### config.mk
export PLATFORM = sky130hd
export DESIGN_NAME = keyed_fifo_evict_cache_unit
export DESIGN_NICKNAME = d
export VERILOG_FILES = /design/src/sv/kfec_pkg.sv /design/src/sv/keyed_fifo_evict_cache_unit.sv /design/src/sv/kfec_cell.sv
export SDC_FILE = /design/constraint.sdc
export NUM_CORES = 2
export LEC_CHECK = 0
export BUFFER_PORTS_ARGS = -buffer_cell sky130_fd_sc_hd__buf_2
export CORE_MARGIN = 4
export CORE_UTILIZATION = 40
export DETAILED_ROUTE_END_ITERATION = 10
export GPL_ROUTABILITY_DRIVEN = 0
export PLACE_DENSITY = 0.54
export SLEW_MARGIN = 20
export SYNTH_ARGS = -nofsm -noshare
export SYNTH_HDL_FRONTEND = slang
export SYNTH_SLANG_ARGS = --single-unit
### constraint.sdc
create_clock -name clk -period 15.7 [get_ports clk]
set_clock_uncertainty 0.2 [all_clocks]
set_input_delay 3.14 -clock clk [delete_from_list [all_inputs] [get_ports clk]]
set_output_delay 3.14 -clock clk [all_outputs]
set_load 0.01 [all_outputs]
### src/sv/kfec_pkg.sv
// Types and codes for the keyed FIFO-eviction cache.
`timescale 1ns / 1ps
package kfec_pkg;

  typedef enum logic {
    OP_LOOKUP = 1'b0,
    OP_INSERT = 1'b1
  } op_t;

  typedef struct packed {
    op_t                op;
    logic [5:0]         coll_kind;
    logic [7:0]         algo_variant;
    logic signed [31:0] root_rank;
    logic signed [31:0] key_param;
    logic [31:0]        new_handle;
  } req_t;

  typedef struct packed {
    logic        hit;
    logic [31:0] found_handle;
    logic        evicted;
    logic [31:0] evicted_handle;
  } rsp_t;

  typedef struct packed {
    logic [5:0]         coll_kind;
    logic [7:0]         algo_variant;
    logic signed [31:0] root_rank;
    logic signed [31:0] key_param;
  } key_t;

  // Per-cell control from the fill logic.
  typedef struct packed {
    logic valid;
    logic load;
    logic shift;
  } cell_ctrl_t;

  // Match carry passed from older to newer cells.
  typedef struct packed {
    logic        hit;
    logic [31:0] handle;
  } match_t;

endpackage

### src/sv/keyed_fifo_evict_cache_unit.sv
// Top level: chain of entry cells, fill count and registered response word.
// Response: the response word is registered when the request is accepted.
// Throughput: 1 request per cycle while the response word is taken; the lookup match ripples through the cell chain.
// Reset: fill count and response valid clear; entry contents are left as is.
`timescale 1ns / 1ps
module keyed_fifo_evict_cache_unit #(
  parameter int ENTRIES = 16
) (
  input  logic            clk,
  input  logic            rst,
  input  logic            req_valid,
  output logic            req_ready,
  input  kfec_pkg::req_t  req,
  output logic            rsp_valid,
  input  logic            rsp_ready,
  output kfec_pkg::rsp_t  rsp
);

  localparam int CNT_W = $clog2(ENTRIES + 1);

  logic [CNT_W-1:0]     fill_count;
  logic [CNT_W-1:0]     fill_count_next;
  logic                 accept;
  logic                 is_ins;
  logic                 full;
  logic                 evict;
  kfec_pkg::key_t       req_key;
  kfec_pkg::key_t       cell_key    [ENTRIES];
  logic [31:0]          cell_handle [ENTRIES];
  kfec_pkg::key_t       up_key      [ENTRIES];
  logic [31:0]          up_handle   [ENTRIES];
  kfec_pkg::cell_ctrl_t cell_ctrl   [ENTRIES];
  kfec_pkg::match_t     chain       [ENTRIES+1];
  kfec_pkg::rsp_t       rsp_next;

  assign req_ready = !rsp_valid || rsp_ready;
  assign accept    = req_valid && req_ready;
  assign is_ins    = (req.op == kfec_pkg::OP_INSERT);
  assign full      = (fill_count == CNT_W'(ENTRIES));
  assign evict     = accept && is_ins && full;

  assign req_key.coll_kind    = req.coll_kind;
  assign req_key.algo_variant = req.algo_variant;
  assign req_key.root_rank    = req.root_rank;
  assign req_key.key_param    = req.key_param;

  assign chain[0] = '0;

  for (genvar i = 0; i < ENTRIES; i++) begin : g_cell
    always_comb begin
      cell_ctrl[i].valid = (fill_count > CNT_W'(i));
      cell_ctrl[i].shift = evict;
      if (full) begin
        cell_ctrl[i].load = accept && is_ins && (i == ENTRIES - 1);
      end else begin
        cell_ctrl[i].load = accept && is_ins && (fill_count == CNT_W'(i));
      end
    end

    if (i == ENTRIES - 1) begin : g_last
      assign up_key[i]    = req_key;
      assign up_handle[i] = req.new_handle;
    end else begin : g_mid
      assign up_key[i]    = cell_key[i+1];
      assign up_handle[i] = cell_handle[i+1];
    end

    kfec_cell u_cell (
      .clk        (clk),
      .ctrl       (cell_ctrl[i]),
      .new_key    (req_key),
      .new_handle (req.new_handle),
      .up_key     (up_key[i]),
      .up_handle  (up_handle[i]),
      .carry_in   (chain[i]),
      .key        (cell_key[i]),
      .handle     (cell_handle[i]),
      .carry_out  (chain[i+1])
    );
  end

  always_comb begin
    fill_count_next = fill_count;
    if (accept && is_ins && !full) begin
      fill_count_next = fill_count + CNT_W'(1);
    end
  end

  always_ff @(posedge clk) begin
    if (rst) begin
      fill_count <= '0;
    end else begin
      fill_count <= fill_count_next;
    end
  end

  always_comb begin
    rsp_next.hit            = !is_ins && chain[ENTRIES].hit;
    rsp_next.found_handle   = rsp_next.hit ? chain[ENTRIES].handle : 32'd0;
    rsp_next.evicted        = is_ins && full;
    rsp_next.evicted_handle = rsp_next.evicted ? cell_handle[0] : 32'd0;
  end

  always_ff @(posedge clk) begin
    if (rst) begin
      rsp_valid <= 1'b0;
    end else if (accept) begin
      rsp_valid <= 1'b1;
    end else if (rsp_ready) begin
      rsp_valid <= 1'b0;
    end
  end

  always_ff @(posedge clk) begin
    if (accept) begin
      rsp <= rsp_next;
    end
  end

endmodule

### src/sv/kfec_cell.sv
// One cache entry: stored key and handle, key compare, match carry and shift.
`timescale 1ns / 1ps
module kfec_cell (
  input  logic                clk,
  input  kfec_pkg::cell_ctrl_t ctrl,
  input  kfec_pkg::key_t      new_key,
  input  logic [31:0]         new_handle,
  input  kfec_pkg::key_t      up_key,
  input  logic [31:0]         up_handle,
  input  kfec_pkg::match_t    carry_in,
  output kfec_pkg::key_t      key,
  output logic [31:0]         handle,
  output kfec_pkg::match_t    carry_out
);

  kfec_pkg::key_t key_next;
  logic [31:0]    handle_next;
  logic           match;

  always_comb begin
    if (ctrl.load) begin
      key_next    = new_key;
      handle_next = new_handle;
    end else if (ctrl.shift) begin
      key_next    = up_key;
      handle_next = up_handle;
    end else begin
      key_next    = key;
      handle_next = handle;
    end
  end

  always_ff @(posedge clk) begin
    key    <= key_next;
    handle <= handle_next;
  end

  assign match = ctrl.valid && (key == new_key);

  // Older entry wins.
  always_comb begin
    if (carry_in.hit) begin
      carry_out = carry_in;
    end else begin
      carry_out.hit    = match;
      carry_out.handle = handle;
    end
  end

endmodule

# ---- Word level (Yosys, flattened, before mapping)
# Cells that the tools add are included.
dict set report totals {
  regBits 1832
  word_cells 292
}
dict set report classes {
  n_mux 97
  eq_ne 32
  magnitude_cmp 16
  n_reduce_logical 60
  n_addsub 1
}
# cell n
set op_table {}
lappend op_table {{$mux 78} 32}
lappend op_table {{$eq 78x78->1} 16}
lappend op_table {{$mux 32} 32}
lappend op_table {{$mux 33} 15}
lappend op_table {{$eq 5x4->1 const B} 8}
lappend op_table {{$gt 5x4->1 const B} 8}
lappend op_table {{$logic_and 1x1->1} 38}
lappend op_table {{$reduce_bool 2->1} 17}
lappend op_table {{$eq 5x3->1 const B} 4}
lappend op_table {{$gt 5x3->1 const B} 4}
lappend op_table {{$mux 1} 18}
lappend op_table {{$eq 5x2->1 const B} 2}
lappend op_table {{$gt 5x1->1 const B} 2}
lappend op_table {{$gt 5x2->1 const B} 2}
lappend op_table {{$add 5x1->5 const B} 1}
lappend op_table {{$eq 5x1->1 const B} 1}
lappend op_table {{$eq 5x5->1 const B} 1}
lappend op_table {{$logic_not 5->1} 1}
lappend op_table {{$logic_not 1->1} 3}
lappend op_table {{$logic_or 1x1->1} 1}

# ---- Longest topological paths before layout
dict set report depth {
  ltp_word 18
  ltp_mapped 18
  mapped_depth_nobuf 13
}

# ---- Cells and area by module
# From an unflattened synthesis, not the netlist that was laid out.
dict set report unflattened {
  cells_unflattened 6418
  hier_area_um2 97227.0
}
# mod cells_each instances seq_area_each_um2 area_each_um2
set modules_own_cells {}
lappend modules_own_cells {kfec_cell 386 16 3303.2 5880.6}
lappend modules_own_cells {keyed_fifo_evict_cache_unit 242 1 2102.0 3136.8}

# ---- Worst setup path after synthesis
# OpenSTA, ideal clock, no wires.
dict set report synth_path {
  path_kind {input -> register}
  from {in rsp_ready}
  to {reg g_cell[6].u_cell.handle[0] (enable)}
  path_slack_ns 1.174
  path_stages 6
  setup_time_ns 0.731
  arrival_time_ns 13.595
  path_buffers 0
  cell_sequence {nand2b_1 > and2_1 > nand2_1 > a21oi_1 > nand2_1 > o21ai_0}
}
dict set report synth_between {
  elab_chain_len 6
}
# element line_no
set synth_rtl {}
lappend synth_rtl {{from (decl)} keyed_fifo_evict_cache_unit.sv:15} ;# input logic rsp_ready,
lappend synth_rtl {{$logic_or 1x1->1 (*)} keyed_fifo_evict_cache_unit.sv:36} ;# assign req_ready = !rsp_valid || rsp_ready;
lappend synth_rtl {{$logic_and 1x1->1 (*)} keyed_fifo_evict_cache_unit.sv:37} ;# assign accept = req_valid && req_ready;
lappend synth_rtl {{named net accept} keyed_fifo_evict_cache_unit.sv:23} ;# logic accept;
lappend synth_rtl {{$logic_and 1x1->1 (*)} {keyed_fifo_evict_cache_unit.sv:40, keyed_fifo_evict_cache_unit.sv:56}}
lappend synth_rtl {{$logic_and 1x1->1} keyed_fifo_evict_cache_unit.sv:56} ;# cell_ctrl[i].load = accept && is_ins && (fill_count == CNT_W'(i));
lappend synth_rtl {{$mux 1} keyed_fifo_evict_cache_unit.sv:53} ;# if (full) begin
lappend synth_rtl {{$reduce_bool 2->1 (no source line) (*)} --}
lappend synth_rtl {{to (signal assigned)} kfec_cell.sv:35} ;# handle <= handle_next;
lappend synth_rtl {{to (decl)} kfec_cell.sv:12} ;# output logic [31:0] handle,
# The timed path passes the listed nets; every way through them passes the cells marked *.
# A chain may end at the register's enable or synchronous reset.

# ---- Worst setup path in the final report
dict set report layout_path {
  from {in req[33] in the netlist's numbering}
  to {reg rsp[61] in the netlist's numbering, data pin}
}
dict set report layout_between {
  elab_chain_len 18
}
# element line_no
set layout_rtl {}
lappend layout_rtl {{from (decl)} keyed_fifo_evict_cache_unit.sv:13} ;# input kfec_pkg::req_t req,
lappend layout_rtl {{$eq 78x78->1} kfec_cell.sv:38} ;# assign match = ctrl.valid && (key == new_key);
lappend layout_rtl {{$logic_and 1x1->1} kfec_cell.sv:38}
lappend layout_rtl {{$mux 33 (14 in a row)} kfec_cell.sv:42} ;# if (carry_in.hit) begin
lappend layout_rtl {{$mux 33 (*)} kfec_cell.sv:42}
lappend layout_rtl {{$logic_and 1x1->1} keyed_fifo_evict_cache_unit.sv:98} ;# rsp_next.hit = !is_ins && chain[ENTRIES].hit;
lappend layout_rtl {{to (signal assigned)} keyed_fifo_evict_cache_unit.sv:116} ;# rsp <= rsp_next;
lappend layout_rtl {{to (decl)} keyed_fifo_evict_cache_unit.sv:16} ;# output kfec_pkg::rsp_t rsp
# Every way passes the cells marked *; elsewhere a longest branch is shown, timed or not.

==> flow_metrics.py <==
metrics = {
    "timing": {
        "relSlewSlack": 0.1355,
        "finalSetupViolations": 0,
        "min_period_over_period": 0.5870,
        "finalHoldViolCount": 0,
        "min_period_ns": 9.216,
        "tns_ns": 0,
        "final-max-slew-violation-count": 0,
        "grt_setup_unrepaired": "false",
        "worst_pin_slew_ns": 1.283,
        "fmax_ghz": 0.1085,
    },
    "cells_and_area": {
        "final_util": 0.4472,
        "final_nets": 7502,
        "area_delta_synth_final_pct": 11.12,
        "layout-drive-gt1-share": 0.3032,
        "nFillCells": 22110,
    },
    "yosys": {
        "yosysMostFrequentCell": "edfxtp_1",
        "async_reset_ff_frac": 0,
        "syn_nets": 7481,
        "yosys_register_bits": 1832,
        "synth_edf_count": 1826,
        "syn_avg_cell_area_um2": 13.32,
        "syn-cell-area_um2": 98080,
        "ys_warn_count": 0,
        "synthTopCellsByCount": "edfxtp_1, mux2_2, xor2_1",
        "synth_ff_type": "edfxtp_1",
        "yosysTopAreaCell": "edfxtp_1",
        "synth_cell_types": 84,
        "synth_cells": 7361,
        "synthTopCellsByArea": "edfxtp_1, mux2_2, xor2_1",
        "synth_top_area_share": 0.5591,
        "ys_seq_area_frac": 0.5603,
    },
    "global_routing": {
        "grt_pass1_wl_um": 583000,
        "antenna_found_initial": 40,
        "grt_max_degree": 111,
        "grt_overflow": 0,
        "grt_pass1_vias": 65380,
        "grt_usage": 0.3373,
    },
    "clocking": {
        "cts_buffers": 207,
        "cts_setup_buffers": 0,
        "cts_sinks": 1832,
        "cts_tree": "yes",
        "clockBufferDepth": 3,
        "cts_hold_buffers": 0,
        "clkTransAtPathRegs_ns": 0.06,
        "cts_resized": 0,
        "cts.htree.levels": 4,
        "cts-root-buf": "clkbuf_16",
        "clk_latency_ns": 0.89,
    },
    "drt": {
        "drt_iter0_drc": 11500,
        "ant_nets": 0,
        "wl_per_cell_um": 40.77,
        "drc": 0,
        "finalWirelength_um": 439400,
        "dr.pass1.iters": 9,
        "viasPerCell": 6.438,
        "vias": 69370,
    },
    "critical_path": {
        "worstSetupPathType": "in -> reg",
        "arrival_ns": 9.73,
        "r2r_cells": 14,
        "crit_buf_inv": 5,
        "cp_common_cell": "buf_4",
        "cpPeakStageDelay_ns": 0.94,
        "critPathCaptureType": "flip-flop",
        "cp_cell_sequence": "buf_2 > buf_4 > buf_4 > xnor2_1 > nand4_1 > nor4_1 > nand4_1 > or2_2 > buf_4 > nand2_1 > nor2_1 > buf_4 > a22oi_1 > nand3_1 > and3_1 > o21ai_0",
        "cp.depth": 16,
        "crit_path_start_kind": "input port",
        "crit_family": "simple AND/OR/NAND/NOR gates",
        "worstPathRequired_ns": 16.22,
        "cp_slowest_cell": "nor4_1",
        "cp_max_fo": 49,
    },
    "min_path": {
        "hold_path.class": "reg -> reg",
        "holdPathStages": 2,
    },
    "placement": {
        "hpwl_um": 320000,
        "port-buffer-count": 182,
    },
    "pwr": {
        "p_per_area_nw_per_um2": 100.0,
        "p_leak_nw": 35.30,
        "vdd_drop_max_mv": 0.09862,
        "finalPower_w": 0.01090,
    },
    "floorplanning": {
        "num_rows": 181,
        "ios": 183,
        "die_area_um2": 253200,
        "die_x_um": 503.2,
        "start_util": 0.4025,
        "core_area_um2": 243700,
        "dieHeight_um": 503.2,
    },
    "status": {
        "status": "complete, no violations",
    },
    "run": {
        "maxCapViolations": 0,
    },
}
[tightest hold or removal path: stages (launching register included)]
cell and delay (ns):
dfxtp_1 0.31, nand2b_1 0.11, a21oi_1 0.08
[per-layer routing]
layer | track usage | up-vias | share of wire | wire length, um
li1 | - | 27780 | - | -
met1 | 0.4615 | 35180 | 0.40 | 175200
met2 | 0.4598 | 5305 | 0.40 | 174100
met3 | 0.1257 | 1089 | 0.14 | 60600
met4 | 0.1830 | 14 | 0.067 | 29320
met5 | 0 | - | 0.00019 | 82
[flip-flops by register name, summed over array words and instances (netlist names)]
signal,flops
g_cell.u_cell.key,1248
g_cell.u_cell.handle,512
rsp,66
fill_count,5
rsp_valid,1
[placed cells by master, fill, tap and decap left out, types with 28 or more instances in the layout]
| cell type | Yosys | routed |
|---|---|---|
| a21oi_1 | 71 | 71 |
| a221oi_1 | 35 | 35 |
| and2_1 | 47 | 44 |
| and3_1 | 31 | 28 |
| buf_2 | 152 | 182 |
| buf_4 | 12 | 218 |
| clkbuf_1 | 386 | 58 |
| clkbuf_16 | 0 | 210 |
| clkinv_1 | 0 | 45 |
| edfxtp_1 | 1826 | 1826 |
| inv_1 | 87 | 87 |
| mux2_2 | 1512 | 1512 |
| mux2i_1 | 43 | 43 |
| nand2_1 | 325 | 320 |
| nand2b_1 | 77 | 71 |
| nand3_1 | 74 | 70 |
| nand4_1 | 273 | 273 |
| nor2_1 | 149 | 142 |
| nor2b_1 | 77 | 77 |
| nor3_1 | 48 | 44 |
| nor4_1 | 299 | 292 |
| o21ai_0 | 227 | 222 |
| o22ai_1 | 32 | 32 |
| or4_1 | 29 | 29 |
| xnor2_1 | 566 | 565 |
| xor2_1 | 598 | 597 |
[cells by family (layout without fill, tap and decap cells)]
family | count (synthesis) | after routing | synth area share
fa+ha+maj | 5 | 5 | 0.0006379
other cells | 0 | 27 | 0
mux | 1555 | 1555 | 0.1780
buf+inv | 680 | 866 | 0.02946
simple gates | 1563 | 1563 | 0.09025
flops | 1832 | 1832 | 0.5603
compound gates | 562 | 562 | 0.03742
xor+xnor | 1164 | 1164 | 0.1039
[power breakdown]
part           switching, W  internal, W  total, W  leakage (nW)
clock               0.00211      0.00265   0.00476          3.10
combinational      0.000585     0.000183  0.000768          15.6
sequential        0.0000236      0.00535   0.00537          16.6
[path summary, 6_finish.rpt]
path                 startpoint         to  slack [ns]
hold / removal        rsp_valid  rsp_valid        0.35
setup / recovery        req[33]    rsp[61]        6.48
hold reg to reg       rsp_valid  rsp_valid        0.35
setup reg to reg  fill_count[1]    rsp[61]        8.98
[stage by stage]
step,hold WS [ns],area (um^2),worst slack (ns),std cells
2_1_floorplan,0.3178,98080,1.174,7361
3_3_place_gp,0.3183,102500,6.173,10380
3_5_place_dp,0.3484,102500,6.180,10380
4_1_cts,0.3552,108900,7.106,10750
5_1_grt,0.3814,108900,6.761,10750
6_report,0.3455,109000,6.484,10780
[final cells by class]
class                      count  area [um^2]  area share
sequential                  1832        54950      0.5042
multi-input combinational   4849        40600      0.3725
clock buffer                 273         5542     0.05085
tap                         3202         4006     0.03676
timing repair buffer         404         2628     0.02411
clock inverter               101        857.1    0.007864
inverter                      88        330.3    0.003031
antenna                       27        67.56   0.0006200
No activity file was read; power rests on OpenSTA's default activity.
